===== src/rtl/pcmfc_pkg.sv =====
// ----------------------------------------------------------------------------
// pcmfc_pkg
// shared types, constants, depth conversion and the sequencer program rom
// ----------------------------------------------------------------------------
package pcmfc_pkg;

  localparam int SAMPLE_W  = 16;
  localparam int RATE_W    = 19;
  localparam int CH_W      = 2;
  localparam int CFG_IDX_W = 3;
  localparam int PC_W      = 3;

  localparam logic [CH_W-1:0] CH_STEREO = 2'd2;

  typedef logic [PC_W-1:0] pc_t;

  // program steps
  localparam pc_t P_WAIT  = 3'd0;
  localparam pc_t P_MUL   = 3'd1;
  localparam pc_t P_DINIT = 3'd2;
  localparam pc_t P_DIV   = 3'd3;
  localparam pc_t P_END   = 3'd4;
  localparam pc_t P_RUN   = 3'd5;
  localparam pc_t P_EMIT  = 3'd6;
  localparam pc_t P_DONE  = 3'd7;

  typedef enum logic [2:0] {
    OP_LOAD,
    OP_MUL,
    OP_DIV_INIT,
    OP_DIV,
    OP_END,
    OP_RUN,
    OP_EMIT,
    OP_DONE
  } op_e;

  typedef enum logic [2:0] {
    J_NEVER,
    J_ALWAYS,
    J_NO_IN,
    J_LOOP,
    J_RUN_NONE,
    J_EMIT_WAIT
  } jump_e;

  typedef struct packed {
    op_e   op;
    jump_e jump;
    pc_t   target;
  } uword_t;

  typedef enum logic [CFG_IDX_W-1:0] {
    REG_SRC_CH   = 3'd0,
    REG_SRC_WIDE = 3'd1,
    REG_TGT_CH   = 3'd2,
    REG_TGT_WIDE = 3'd3,
    REG_SRC_RATE = 3'd4,
    REG_TGT_RATE = 3'd5
  } cfg_reg_e;

  // raw bits at source depth to raw bits at target depth
  function automatic logic [SAMPLE_W-1:0] depth_conv(logic [SAMPLE_W-1:0] v, logic sw,
                                                     logic tw);
    logic signed [SAMPLE_W:0] adj;
    logic [SAMPLE_W-1:0]      res;
    adj = $signed({v[SAMPLE_W-1], v}) + (v[SAMPLE_W-1] ? 17'sd255 : 17'sd0);
    if (sw && !tw) begin
      // truncating divide by 256, then offset by 128
      res = {8'h00, ~adj[15], adj[14:8]};
    end else if (!sw && tw) begin
      res = {~v[7], v[6:0], 8'h00};
    end else if (sw) begin
      res = v;
    end else begin
      res = {8'h00, v[7:0]};
    end
    return res;
  endfunction

  // program rom: one control word per step
  function automatic uword_t ucode(pc_t pc);
    uword_t w;
    case (pc)
      P_WAIT:  w = '{op: OP_LOAD,     jump: J_NO_IN,     target: P_WAIT};
      P_MUL:   w = '{op: OP_MUL,      jump: J_LOOP,      target: P_MUL};
      P_DINIT: w = '{op: OP_DIV_INIT, jump: J_NEVER,     target: P_WAIT};
      P_DIV:   w = '{op: OP_DIV,      jump: J_LOOP,      target: P_DIV};
      P_END:   w = '{op: OP_END,      jump: J_NEVER,     target: P_WAIT};
      P_RUN:   w = '{op: OP_RUN,      jump: J_RUN_NONE,  target: P_DONE};
      P_EMIT:  w = '{op: OP_EMIT,     jump: J_EMIT_WAIT, target: P_EMIT};
      P_DONE:  w = '{op: OP_DONE,     jump: J_ALWAYS,    target: P_WAIT};
      default: w = '{op: OP_DONE,     jump: J_ALWAYS,    target: P_WAIT};
    endcase
    return w;
  endfunction

endpackage


===== src/rtl/pcmfc_if.sv =====
// ----------------------------------------------------------------------------
// pcmfc interfaces
// valid/ready channels for input frames, output frames and register writes
// ----------------------------------------------------------------------------
interface pcmfc_in_if;
  logic                          valid;
  logic                          ready;
  logic [pcmfc_pkg::SAMPLE_W-1:0] left_in;
  logic [pcmfc_pkg::SAMPLE_W-1:0] right_in;
  logic                          clip_end;

  modport source (output valid, left_in, right_in, clip_end, input ready);
  modport sink   (input valid, left_in, right_in, clip_end, output ready);
endinterface

interface pcmfc_out_if;
  logic                          valid;
  logic                          ready;
  logic [pcmfc_pkg::SAMPLE_W-1:0] left_out;
  logic [pcmfc_pkg::SAMPLE_W-1:0] right_out;
  logic                          run_last;
  logic                          clip_last;

  modport source (output valid, left_out, right_out, run_last, clip_last, input ready);
  modport sink   (input valid, left_out, right_out, run_last, clip_last, output ready);
endinterface

interface pcmfc_cfg_if;
  logic                           valid;
  logic                           ready;
  logic [pcmfc_pkg::CFG_IDX_W-1:0] index;
  logic [pcmfc_pkg::RATE_W-1:0]    data;

  modport source (output valid, index, data, input ready);
  modport sink   (input valid, index, data, output ready);
endinterface


===== src/rtl/pcm_format_converter_top.sv =====
// ----------------------------------------------------------------------------
// pcm_format_converter_top
// pcm frame converter: channel count, sample depth and nearest-lower rate
// ----------------------------------------------------------------------------
// an input frame is taken only in the wait step; the sequencer then runs the
//   bit-serial 19-step multiply and the one-bit-per-cycle divider
//   (FRAME_COUNT_BITS + 20 steps), which share the sequencer datapath, and
//   then emits the run of results for that frame
// results leave one per cycle while the sink keeps ready high
// reset: rst_ni async active low; control and config registers to their reset values, clip cleared
module pcm_format_converter_top #(
  parameter int FRAME_COUNT_BITS = 32,
  parameter int MAX_RUN          = 64
) (
  input  logic          clk_i,
  input  logic          rst_ni,
  pcmfc_cfg_if.sink     cfg_i,
  pcmfc_in_if.sink      src_i,
  pcmfc_out_if.source   res_o
);
  import pcmfc_pkg::*;

  // product / quotient width: (frame index + 1) times rate
  localparam int XW   = FRAME_COUNT_BITS + RATE_W + 1;
  localparam int CNTW = $clog2(XW);
  localparam int RUNW = $clog2(MAX_RUN + 1);

  // configuration registers
  logic [CH_W-1:0]   src_ch_q, tgt_ch_q;
  logic              src_wide_q, tgt_wide_q;
  logic [RATE_W-1:0] src_rate_q, tgt_rate_q;

  // sequencer
  pc_t    pc_q, pc_d;
  uword_t uw;
  logic   take_jump;
  logic [CNTW-1:0] cnt_q;

  // clip state
  logic [FRAME_COUNT_BITS-1:0] si_q;
  logic [XW-1:0]               emitted_q;

  // datapath
  logic [XW-1:0]       acc_q;     // product, then dividend / quotient
  logic [XW-1:0]       mcand_q;
  logic [RATE_W-1:0]   mplier_q;
  logic [RATE_W-1:0]   rem_q;
  logic [XW-1:0]       end_q;
  logic [SAMPLE_W-1:0] lo_q, ro_q;
  logic                last_q;
  logic [RUNW-1:0]     run_cnt_q;

  // output register
  logic                out_valid_q;
  logic [SAMPLE_W-1:0] left_out_q, right_out_q;
  logic                run_last_q, clip_last_q;
  logic                slot_free;

  // effective rates, zero acts as one
  logic [RATE_W-1:0] irate, orate;
  assign irate = (src_rate_q == '0) ? RATE_W'(1) : src_rate_q;
  assign orate = (tgt_rate_q == '0) ? RATE_W'(1) : tgt_rate_q;

  logic s_st, t_st;
  assign s_st = (src_ch_q == CH_STEREO);
  assign t_st = (tgt_ch_q == CH_STEREO);

  // ---------------------------------------------------------------- samples
  // channel stage at source depth, then depth stage
  logic [SAMPLE_W-1:0]       l_m, r_m, l_c, r_c, avg16, lo_c, ro_c;
  logic signed [SAMPLE_W:0]  sum16, sum_adj;
  logic [8:0]                sum8;

  always_comb begin
    l_m     = src_wide_q ? src_i.left_in  : {8'h00, src_i.left_in[7:0]};
    r_m     = src_wide_q ? src_i.right_in : {8'h00, src_i.right_in[7:0]};
    // signed mean rounded toward zero
    sum16   = $signed({l_m[SAMPLE_W-1], l_m}) + $signed({r_m[SAMPLE_W-1], r_m});
    sum_adj = sum16 + $signed({{SAMPLE_W{1'b0}}, sum16[SAMPLE_W]});
    avg16   = sum_adj[SAMPLE_W:1];
    // unsigned floor mean
    sum8    = {1'b0, l_m[7:0]} + {1'b0, r_m[7:0]};
    if (!s_st) begin
      l_c = l_m;
      r_c = l_m;
    end else if (!t_st) begin
      l_c = src_wide_q ? avg16 : {8'h00, sum8[8:1]};
      r_c = r_m;
    end else begin
      l_c = l_m;
      r_c = r_m;
    end
    lo_c = depth_conv(l_c, src_wide_q, tgt_wide_q);
    ro_c = t_st ? depth_conv(r_c, src_wide_q, tgt_wide_q) : '0;
  end

  // ------------------------------------------------------------- arithmetic
  // restoring divide step
  logic [RATE_W:0] trial;
  logic            ge;
  assign trial = {rem_q, acc_q[XW-1]};
  assign ge    = (trial >= {1'b0, irate});

  // end index: ceil of the quotient, or the clip-end cap
  // cap = q + (r * fs > (fs - 1) * irate), fs a power of two
  logic [1:0]        lg_fs;
  logic [RATE_W+1:0] r_sc, thr;
  logic              inc;
  always_comb begin
    lg_fs = {1'b0, t_st} + {1'b0, tgt_wide_q};
    r_sc  = {2'b00, rem_q} << lg_fs;
    case (lg_fs)
      2'd0:    thr = '0;
      2'd1:    thr = {2'b00, irate};
      default: thr = {1'b0, irate, 1'b0} + {2'b00, irate};
    endcase
    inc = last_q ? (r_sc > thr) : (rem_q != '0);
  end

  // run length
  logic [XW-1:0]   diff;
  logic            run_none, run_big;
  logic [RUNW-1:0] run_n;
  assign run_none = (end_q <= emitted_q);
  assign diff     = end_q - emitted_q;
  assign run_big  = (diff > XW'(MAX_RUN));
  assign run_n    = run_big ? RUNW'(MAX_RUN) : diff[RUNW-1:0];

  assign slot_free = !out_valid_q || res_o.ready;

  // -------------------------------------------------------------- sequencer
  assign uw = ucode(pc_q);

  always_comb begin
    case (uw.jump)
      J_NEVER:     take_jump = 1'b0;
      J_ALWAYS:    take_jump = 1'b1;
      J_NO_IN:     take_jump = !src_i.valid;
      J_LOOP:      take_jump = (cnt_q != '0);
      J_RUN_NONE:  take_jump = run_none;
      J_EMIT_WAIT: take_jump = !(slot_free && (run_cnt_q == RUNW'(1)));
      default:     take_jump = 1'b0;
    endcase
    pc_d = take_jump ? uw.target : pc_q + pc_t'(1);
  end

  assign src_i.ready = (pc_q == P_WAIT);
  assign cfg_i.ready = (pc_q == P_WAIT);

  logic in_xfer, cfg_xfer, emit_now;
  assign in_xfer  = src_i.valid && src_i.ready;
  assign cfg_xfer = cfg_i.valid && cfg_i.ready;
  assign emit_now = (uw.op == OP_EMIT) && slot_free;

  // control state
  always_ff @(posedge clk_i or negedge rst_ni) begin
    if (!rst_ni) begin
      pc_q        <= P_WAIT;
      cnt_q       <= '0;
      si_q        <= '0;
      emitted_q   <= '0;
      run_cnt_q   <= '0;
      out_valid_q <= 1'b0;
      src_ch_q    <= CH_W'(1);
      src_wide_q  <= 1'b1;
      tgt_ch_q    <= CH_W'(1);
      tgt_wide_q  <= 1'b1;
      src_rate_q  <= RATE_W'(44100);
      tgt_rate_q  <= RATE_W'(44100);
    end else begin
      pc_q <= pc_d;

      if (cfg_xfer) begin
        case (cfg_reg_e'(cfg_i.index))
          REG_SRC_CH:   src_ch_q   <= cfg_i.data[CH_W-1:0];
          REG_SRC_WIDE: src_wide_q <= cfg_i.data[0];
          REG_TGT_CH:   tgt_ch_q   <= cfg_i.data[CH_W-1:0];
          REG_TGT_WIDE: tgt_wide_q <= cfg_i.data[0];
          REG_SRC_RATE: src_rate_q <= cfg_i.data;
          REG_TGT_RATE: tgt_rate_q <= cfg_i.data;
          default: ;
        endcase
      end

      case (uw.op)
        OP_LOAD:     cnt_q <= CNTW'(RATE_W - 1);
        OP_MUL:      cnt_q <= cnt_q - CNTW'(1);
        OP_DIV_INIT: cnt_q <= CNTW'(XW - 1);
        OP_DIV:      cnt_q <= cnt_q - CNTW'(1);
        OP_RUN: begin
          // overflow outputs beyond the run cap still count as produced
          if (!run_none) begin
            emitted_q <= end_q;
          end
          run_cnt_q <= run_none ? '0 : run_n;
        end
        OP_EMIT: begin
          if (slot_free) begin
            run_cnt_q <= run_cnt_q - RUNW'(1);
          end
        end
        OP_DONE: begin
          if (last_q) begin
            si_q      <= '0;
            emitted_q <= '0;
          end else if (si_q != '1) begin
            si_q <= si_q + FRAME_COUNT_BITS'(1);
          end
        end
        default: ;
      endcase

      if (emit_now) begin
        out_valid_q <= 1'b1;
      end else if (res_o.ready) begin
        out_valid_q <= 1'b0;
      end
    end
  end

  // datapath registers
  always_ff @(posedge clk_i) begin
    case (uw.op)
      OP_LOAD: begin
        if (in_xfer) begin
          lo_q     <= lo_c;
          ro_q     <= ro_c;
          last_q   <= src_i.clip_end;
          acc_q    <= '0;
          mcand_q  <= XW'(si_q) + XW'(1);
          mplier_q <= orate;
        end
      end
      OP_MUL: begin
        // shift-add over the target rate bits
        if (mplier_q[0]) begin
          acc_q <= acc_q + mcand_q;
        end
        mcand_q  <= {mcand_q[XW-2:0], 1'b0};
        mplier_q <= {1'b0, mplier_q[RATE_W-1:1]};
      end
      OP_DIV_INIT: rem_q <= '0;
      OP_DIV: begin
        rem_q <= ge ? RATE_W'(trial - {1'b0, irate}) : trial[RATE_W-1:0];
        acc_q <= {acc_q[XW-2:0], ge};
      end
      OP_END: end_q <= acc_q + XW'(inc);
      default: ;
    endcase

    if (emit_now) begin
      left_out_q  <= lo_q;
      right_out_q <= ro_q;
      run_last_q  <= (run_cnt_q == RUNW'(1));
      clip_last_q <= (run_cnt_q == RUNW'(1)) && last_q;
    end
  end

  assign res_o.valid     = out_valid_q;
  assign res_o.left_out  = left_out_q;
  assign res_o.right_out = right_out_q;
  assign res_o.run_last  = run_last_q;
  assign res_o.clip_last = clip_last_q;

  // ------------------------------------------------------------- assertions
  a_emit_from_step: assert property (@(posedge clk_i) disable iff (!rst_ni)
    $rose(out_valid_q) |-> $past(pc_q == P_EMIT))
    else $error("output frame loaded outside the emit step");

  a_emit_has_work: assert property (@(posedge clk_i) disable iff (!rst_ni)
    (pc_q == P_EMIT) |-> (run_cnt_q != '0))
    else $error("emit step with an empty run");

  a_count_grows: assert property (@(posedge clk_i) disable iff (!rst_ni)
    (pc_q == P_RUN) |=> (emitted_q >= $past(emitted_q)))
    else $error("emitted count went backward");

  a_clip_last_ends_run: assert property (@(posedge clk_i) disable iff (!rst_ni)
    (out_valid_q && clip_last_q) |-> run_last_q)
    else $error("clip end frame not marked as end of run");

endmodule


===== src/flat_wrapper.sv =====
// flat-port wrapper written by rule: the top's interface ports become plain ports
module pcm_format_converter_top_flat import pcmfc_pkg::*;
#(
  parameter int FRAME_COUNT_BITS = 32,
  parameter int MAX_RUN          = 64
)
  (clk_i, rst_ni, cfg_i_valid, cfg_i_index, cfg_i_data, cfg_i_ready, src_i_valid, src_i_left_in, src_i_right_in, src_i_clip_end, src_i_ready, res_o_valid, res_o_left_out, res_o_right_out, res_o_run_last, res_o_clip_last, res_o_ready);
  pcmfc_cfg_if cfg_i_i ();
  pcmfc_in_if src_i_i ();
  pcmfc_out_if res_o_i ();
  input  logic clk_i;
  input  logic rst_ni;
  input wire logic [$bits(cfg_i_i.valid)-1:0] cfg_i_valid;
  input wire logic [$bits(cfg_i_i.index)-1:0] cfg_i_index;
  input wire logic [$bits(cfg_i_i.data)-1:0] cfg_i_data;
  output wire logic [$bits(cfg_i_i.ready)-1:0] cfg_i_ready;
  input wire logic [$bits(src_i_i.valid)-1:0] src_i_valid;
  input wire logic [$bits(src_i_i.left_in)-1:0] src_i_left_in;
  input wire logic [$bits(src_i_i.right_in)-1:0] src_i_right_in;
  input wire logic [$bits(src_i_i.clip_end)-1:0] src_i_clip_end;
  output wire logic [$bits(src_i_i.ready)-1:0] src_i_ready;
  output wire logic [$bits(res_o_i.valid)-1:0] res_o_valid;
  output wire logic [$bits(res_o_i.left_out)-1:0] res_o_left_out;
  output wire logic [$bits(res_o_i.right_out)-1:0] res_o_right_out;
  output wire logic [$bits(res_o_i.run_last)-1:0] res_o_run_last;
  output wire logic [$bits(res_o_i.clip_last)-1:0] res_o_clip_last;
  input wire logic [$bits(res_o_i.ready)-1:0] res_o_ready;
  assign cfg_i_i.valid = cfg_i_valid;
  assign cfg_i_i.index = cfg_i_index;
  assign cfg_i_i.data = cfg_i_data;
  assign cfg_i_ready = cfg_i_i.ready;
  assign src_i_i.valid = src_i_valid;
  assign src_i_i.left_in = src_i_left_in;
  assign src_i_i.right_in = src_i_right_in;
  assign src_i_i.clip_end = src_i_clip_end;
  assign src_i_ready = src_i_i.ready;
  assign res_o_valid = res_o_i.valid;
  assign res_o_left_out = res_o_i.left_out;
  assign res_o_right_out = res_o_i.right_out;
  assign res_o_run_last = res_o_i.run_last;
  assign res_o_clip_last = res_o_i.clip_last;
  assign res_o_i.ready = res_o_ready;
  pcm_format_converter_top #(.FRAME_COUNT_BITS(FRAME_COUNT_BITS), .MAX_RUN(MAX_RUN)) u_core (.clk_i(clk_i), .rst_ni(rst_ni), .cfg_i(cfg_i_i), .src_i(src_i_i), .res_o(res_o_i));
endmodule

===== config.mk =====
export PLATFORM = sky130hd
export DESIGN_NAME = pcm_format_converter_top_flat
export DESIGN_NICKNAME = d
export VERILOG_FILES = /design/src/rtl/pcmfc_pkg.sv /design/src/rtl/pcmfc_if.sv /design/src/rtl/pcm_format_converter_top.sv /design/src/flat_wrapper.sv
export SDC_FILE = /design/constraint.sdc
export NUM_CORES = 1
export LEC_CHECK = 0
export ABC_CLOCK_PERIOD_IN_PS = 14200
export BUFFER_PORTS_ARGS = -buffer_cell sky130_fd_sc_hd__buf_2
export CORE_MARGIN = 5
export CORE_UTILIZATION = 50
export DETAILED_ROUTE_END_ITERATION = 16
export PLACE_DENSITY_LB_ADDON = 0.08
export SLEW_MARGIN = 10
export SYNTH_ARGS = -nofsm -noshare
export SYNTH_HDL_FRONTEND = slang
export SYNTH_SLANG_ARGS = --single-unit

===== constraint.sdc =====
create_clock -name clk_i -period 14.2 [get_ports clk_i]
set_clock_uncertainty 0.2 [all_clocks]
set_input_delay 1.42 -clock clk_i [delete_from_list [all_inputs] [get_ports clk_i]]
set_output_delay 1.42 -clock clk_i [all_outputs]
set_load 0.02 [all_outputs]

# After elaboration in Yosys (flattened, before gate mapping)
# Memory sizes are Yosys's and may differ from the RTL's.
# Cells that the tools add are included.
dict set report op_classes {
  addsub 16
  n_shift 1
  n_eq_ne 27
  n_lt_le_gt_ge 4
  bitwise_logic 5
  reduce_logical 43
  n_mux 41
}
# cell count
set op_table {}
lappend op_table {{$mux W52} 5}
lappend op_table {{$pmux W52 S2} 2}
lappend op_table {{$mux W16} 10}
lappend op_table {{$pmux W52 S3} 1}
lappend op_table {{$mux W19} 4}
lappend op_table {{$pmux W19 S2} 2}
lappend op_table {{$mux W32} 2}
lappend op_table {{$add A52 B1 Y52} 1}
lappend op_table {{$add A52 B52 Y52} 1}
lappend op_table {{$gt A52 B7 Y1 const B} 1}
lappend op_table {{$le A52 B52 Y1} 1}
lappend op_table {{$sub A52 B52 Y52} 1}
lappend op_table {{$pmux W21 S2} 1}
lappend op_table {{$logic_not A19 Y1} 2}
lappend op_table {{$add A32 B1 Y33 const B} 1}
lappend op_table {{$add A16 B9 Y16} 2}
lappend op_table {{$add A32 B1 Y32 const B} 1}
lappend op_table {{$mux W8} 4}
lappend op_table {{$ne A32 B32 Y1 const B} 1}
lappend op_table {{$eq A3 B3 Y1 const B} 8}
lappend op_table {{$add A20 B19 Y21} 1}
lappend op_table {{$gt A21 B21 Y1} 1}
lappend op_table {{$mux W7} 3}
lappend op_table {{$shl A19 B2 Y21} 1}
lappend op_table {{other kinds (34)} 80}
dict set report word_totals {
  regBits 406
  rom_bits 72
  n_memories 1
  in_bits 60
}
# memory depth width rd rd_clocked_by_memory_dff write_ports line
set memory_table {}
lappend memory_table {{(no name shown)} 8 9 1 0 0 pcmfc_pkg.sv:84} ;# case (pc)

# Logic depth before layout (Yosys ltp)
dict set report logic_depth {
  depth_word 10
  mapped_depth 34
}

# Least setup slack after synthesis
# Ideal clock, no wire load.
dict set report synth_timing {
  path_kind {flip-flop to flip-flop}
  start {register u_core.src_rate_q[11]}
  end {register u_core.end_q[46] (data pin)}
  slack_ps 7002
  t_required_ps 13739
  stages_incl_launch_ff 35
  arrival_ps 6737
  n_path_buf 1
  cell_sequence {dfstp_2 > nor4_1 > and3_1 > a41o_1 > ha_1 > a21o_1 > a21oi_1 > o21bai_1 > a21oi_1 > o21bai_1 > a211o_1 > a2111oi_0 > o31ai_1 > or4_1 > a31oi_1 > xor2_1 > a22oi_1 > ha_1 > a21o_1 > a21o_1 > a21oi_1 > o21ai_0 > a21boi_0 > a31oi_1 > ha_1 > ha_1 > and3_1 > nand4_1 > or2_2 > clkbuf_1 > nor4_1 > nor2b_1 > nand3_1 > nor2_1 > xor2_1}
}
dict set report synth_via {
  elab_chain_len 7
}
# item line
set synth_rtl {}
lappend synth_rtl {{start: declaration} pcm_format_converter_top.sv:31} ;# logic [RATE_W-1:0] src_rate_q, tgt_rate_q;
lappend synth_rtl {{start signal: assignment} pcm_format_converter_top.sv:179} ;# REG_SRC_RATE: src_rate_q <= cfg_i.data;
lappend synth_rtl {{$logic_not A19 Y1} pcm_format_converter_top.sv:61} ;# assign irate = (src_rate_q == '0) ? RATE_W'(1) : src_rate_q;
lappend synth_rtl {{$mux W19 *} pcm_format_converter_top.sv:61}
lappend synth_rtl {{$add A20 B19 Y21} pcm_format_converter_top.sv:115} ;# default: thr = {1'b0, irate, 1'b0} + {2'b00, irate};
lappend synth_rtl {{$pmux W21 S2 *} pcm_format_converter_top.sv:112} ;# case (lg_fs)
lappend synth_rtl {{$gt A21 B21 Y1 *} pcm_format_converter_top.sv:117} ;# inc = last_q ? (r_sc > thr) : (rem_q != '0);
lappend synth_rtl {{$mux W1 *} pcm_format_converter_top.sv:117}
lappend synth_rtl {{$add A52 B1 Y52 *} pcm_format_converter_top.sv:247} ;# OP_END: end_q <= acc_q + XW'(inc);
lappend synth_rtl {{end signal: assignment} pcm_format_converter_top.sv:247}
lappend synth_rtl {{end: declaration} pcm_format_converter_top.sv:48} ;# logic [XW-1:0] end_q;
# Every way passes the cells marked *; elsewhere a longest branch is shown, timed or not.
# A chain may end at the register's enable or synchronous reset.

# Final worst setup path
dict set report layout_timing {
  start {register u_core.src_rate_q[11]}
  end {register u_core.end_q[48] (data pin)}
}
# Same word-level chain as after synthesis.

==> qor.csv <==
stage;metric;value;unit
synthesis;synth top area cells;edfxtp_1, dfrtp_1, ha_1;
synthesis;multiplexer share of the synthesized area;4.149;%
worst_setup_path;Max stage delay on crit path;580;ps
floorplanning;IO Pins;97;
cts;CTS HTree Levels;2;
sta;Slew Limit Fails;0;
sta;Hold Fails Final Rpt;0;
global_routing;first-pass GRT wire length;119.2;mm
synthesis;fraction of registers with async set/reset;35.71;%
synthesis;unique cell type count in the Yosys netlist;92;
routing;initial drt markers;1657;
cts;Clock Tree Buf Depth;3;
global_routing;largest net degree at the start of global routing;96;
power_and_ir_drop;P_sw;0.0005757;W
status;status;finished clean;
routing;via-per-instance ratio;5.898;
routing;drt pass-1 iters;5;
synthesis;Synth Area in Simple Gates;16.16;%
global_routing;initial antenna violation count;1;
cts;TritonCTS buffer count;49;
layout;final instance area;31370;sq um
sta;Rel. slew slack;19.54;%
placement;Placement Cell Area;29700;sq um
sta;Final period util;61.13;%
cts;hold buffer count at cts;0;
placement;Final GP Congestion;0.9456;
floorplanning;die extent in x;249.1;um
routing;Avg WL per Cell;19.20;um
layout;Nets;3330;
worst_setup_path;cell mode on critical path;ha_1;
layout;Antenna diodes;0;
cts;CTS tree;done;
worst_setup_path;Register-to-Register Path Depth;31;
synthesis;Post-Syn Area;28590;sq um
worst_setup_path;worst path arrival time;8800;ps
synthesis;syn_nets;3303;
layout;final core occ;55.53;%
layout;most common cell after layout, fill and taps aside;nand2_1;
floorplanning;Core ar.;56500;sq um
floorplanning;Starting Density;50.61;%
sta;final setup vio count;0;
worst_setup_path;CP endpoint;u_core.end_q[48]$_DFFE_PN_;
synthesis;Post-synth EDFFs;261;
synthesis;largest family of logic cells by synthesized area;compound AO/OA/AOI/OAI gates;
power_and_ir_drop;power share of the combinational group;4.6;%
routing;drt drc;0;
synthesis;Yosys top cell area share;27.41;%
synthesis;yosys warns;0;
sta;RSZ-0062 raised after global routing;no;
global_routing;grt ovf;0;
power_and_ir_drop;PD cells;84.70;nW/um^2
worst_setup_path;critical path peak fanout;7;
sta;Max Freq;115.2;MHz
synthesis;adder-cell share of the synthesized area;9.453;%
cts;Root Buffer;clkbuf_16;
synthesis;ys flop type;edfxtp_1;
global_routing;vias in the first global route;22020;
power_and_ir_drop;Net Sw Frac;21.66;%
layout;Syn-to-layout area delta;9.728;%
worst_setup_path;Crit. Startpoint;u_core.src_rate_q[11]$_DFFE_PN1P_;
cts;clk slew on worst S/H paths;60;ps
power_and_ir_drop;Clock Power Share;48.5;%
cts;worst-skew pair later-pin latency;590;ps
placement;pre-CTS WS;5516;ps
power_and_ir_drop;share of power burned in registers;47.0;%
synthesis;mean post-synth cell area;9.436;sq um
floorplanning;cell row count;87;
layout;share of cells above drive strength 1;9.977;%
cts;setup repair bufs after CTS;0;
worst_setup_path;Reg2Reg Setup Slack;5520;ps
routing;Final ANT Viol Nets;0;
synthesis;sequential area share after synthesis;40.17;%
hold_path;worst hold path class;flop to flop;
power_and_ir_drop;peak supply drop;0.08937;mV
worst_setup_path;Crit Path Category;flop to flop;
synthesis;number of synthesized register bits;406;
floorplanning;die height;249.1;um
worst_setup_path;CP Launch Type;flop;
worst_setup_path;FF-to-FF Start;u_core.src_rate_q[11]$_DFFE_PN1P_;
placement;I/O Buffers;96;
routing;total number of vias;22730;
synthesis;post-synthesis xor/xnor area fraction;6.556;%
layout;most frequent cells in the layout;nand2_1, edfxtp_1, o21ai_0;
synthesis;cell count after synthesis;3030;
worst_setup_path;Worst Path Required;14320;ps
sta;worst setup slack after layout;5520;ps
floorplanning;die area;62070;sq um
sta;worst-margin pin slew;1203;ps
power_and_ir_drop;P_leak;12.88;nW
routing;final WL;73.99;mm
placement;hpwl dp;55.51;mm
synthesis;Synth area leader;edfxtp_1;
power_and_ir_drop;Pint;0.002082;W
synthesis;complex-gate fraction of the synthesized area;19.63;%
sta;min cycle time layout;8680;ps
worst_setup_path;worst r2r dst;u_core.end_q[48]$_DFFE_PN_;
global_routing;GRT Overall Usage;23.03;%
sta;Final TNS setup;0;ps
flow_run;MaxCap Viol Count;0;
worst_setup_path;Critical Path End Type;flop;
worst_setup_path;slowest CP cell;dfstp_2;
cts;PostCTS Resize Cnt;0;
cts;count of clock tree sinks;406;
-- worst min-delay path by stage --
stage | slack [ps] | start | end | depth (start not counted)
after floorplan | 200 | u_core.lo_q[0]$_DFFE_PP_ | u_core.res_o.left_out[0]$_DFFE_PP_ | 0
after global placement | 200 | u_core.lo_q[12]$_SDFFCE_PP0P_ | u_core.res_o.left_out[12]$_DFFE_PP_ | 0
after detailed placement | 200 | u_core.lo_q[5]$_DFFE_PP_ | u_core.res_o.left_out[5]$_DFFE_PP_ | 0
after CTS | 220 | u_core.lo_q[5]$_DFFE_PP_ | u_core.res_o.left_out[5]$_DFFE_PP_ | 0
after global routing | 220 | u_core.lo_q[1]$_DFFE_PP_ | u_core.res_o.left_out[1]$_DFFE_PP_ | 0
final | 220 | u_core.lo_q[5]$_DFFE_PP_ | u_core.res_o.left_out[5]$_DFFE_PP_ | 0
-- cells by family after synthesis --
family                   Yosys count
AO/OA/AOI/OAI                    847
buffers and inverters            290
adder cells (fa/ha/maj)          213
AND/OR/NAND/NOR                  948
XOR/XNOR                         214
multiplexers                     112
flip-flops                       406
-- registers in the layout, summed over array words and instances, names as in the netlist --
register,cells
u_core.run_cnt_q,7
u_core.res_o.valid,1
u_core.lo_q,16
u_core.tgt_rate_q,19
u_core.emitted_q,52
u_core.src_ch_q,2
u_core.tgt_wide_q,1
u_core.mplier_q,19
u_core.src_rate_q,19
u_core.cnt_q,6
u_core.ro_q,16
u_core.res_o.left_out,16
u_core.si_q,32
u_core.rem_q,19
u_core.end_q,52
u_core.acc_q,52
u_core.last_q,1
u_core.mcand_q,52
u_core.pc_q,3
u_core.res_o.clip_last,1
u_core.res_o.right_out,16
u_core.tgt_ch_q,2
u_core.res_o.run_last,1
u_core.src_wide_q,1
-- metrics by stage --
step,hold slack [ps],cells,power [W]
2_1_floorplan,200.3,3030,0.001347
3_3_place_gp,201.2,3762,0.001390
3_5_place_dp,204.5,3762,0.001392
4_1_cts,218.1,3853,0.002694
5_1_grt,220.1,3853,0.002759
6_report,216.1,3853,0.002657
-- layer usage --
layer | vias to the layer above | global-route usage, % | part of all wire (%) | routed length (um)
met5 | - | 0 | 0 | 0
met4 | 0 | 5.738 | 2.3 | 1685
met3 | 101 | 2.704 | 4.2 | 3104
li1 | 11190 | - | - | -
met2 | 483 | 37.39 | 46 | 34140
met1 | 10950 | 33.20 | 47 | 35060
-- Yosys cell counts (all sizes together), types with 21 or more instances --
master    n
nand2   332
edfxtp  261
o21ai   240
ha      208
nor2    182
a21oi   170
inv     150
xnor2   139
dfrtp   129
clkbuf  124
a21o     86
xor2     75
nand3    73
mux2i    60
a22o     59
and2     58
mux2     52
nand4    45
nor3     45
and3     42
o31ai    36
nor2b    34
o21a     33
nand2b   30
o21bai   30
nor4     29
a211oi   21
-- power groups by stage --
| stage | sequential, W | combinational [W] | clock, W |
|---|---|---|---|
| after floorplan | 0.00127 | 0.0000751 | 0 |
| after global placement | 0.00127 | 0.000118 | 0 |
| after detailed placement | 0.00127 | 0.000120 | 0 |
| after CTS | 0.00125 | 0.000120 | 0.00133 |
| after global routing | 0.00125 | 0.000134 | 0.00138 |
| final | 0.00125 | 0.000121 | 0.00129 |
-- critical path: cells and delay by family, from the launching register on --
kind            cells  cell delay [ps]
compound gates     14             3360
simple gates       11             2880
fa+ha+maj           4             1140
xor+xnor            2              260
flops               1              580
-- area by class of cell --
cell class              instances  area [sq um]
multi-input cells            2334         16070
flip-flops and latches        406         11490
well taps                     756         945.9
repair buffers                114         621.8
inverters                     152         570.5
clock inverters                21         255.2
clock buffers                  70          1419
fillers                      5047         25120
No activity file was read; power rests on OpenSTA's default activity.
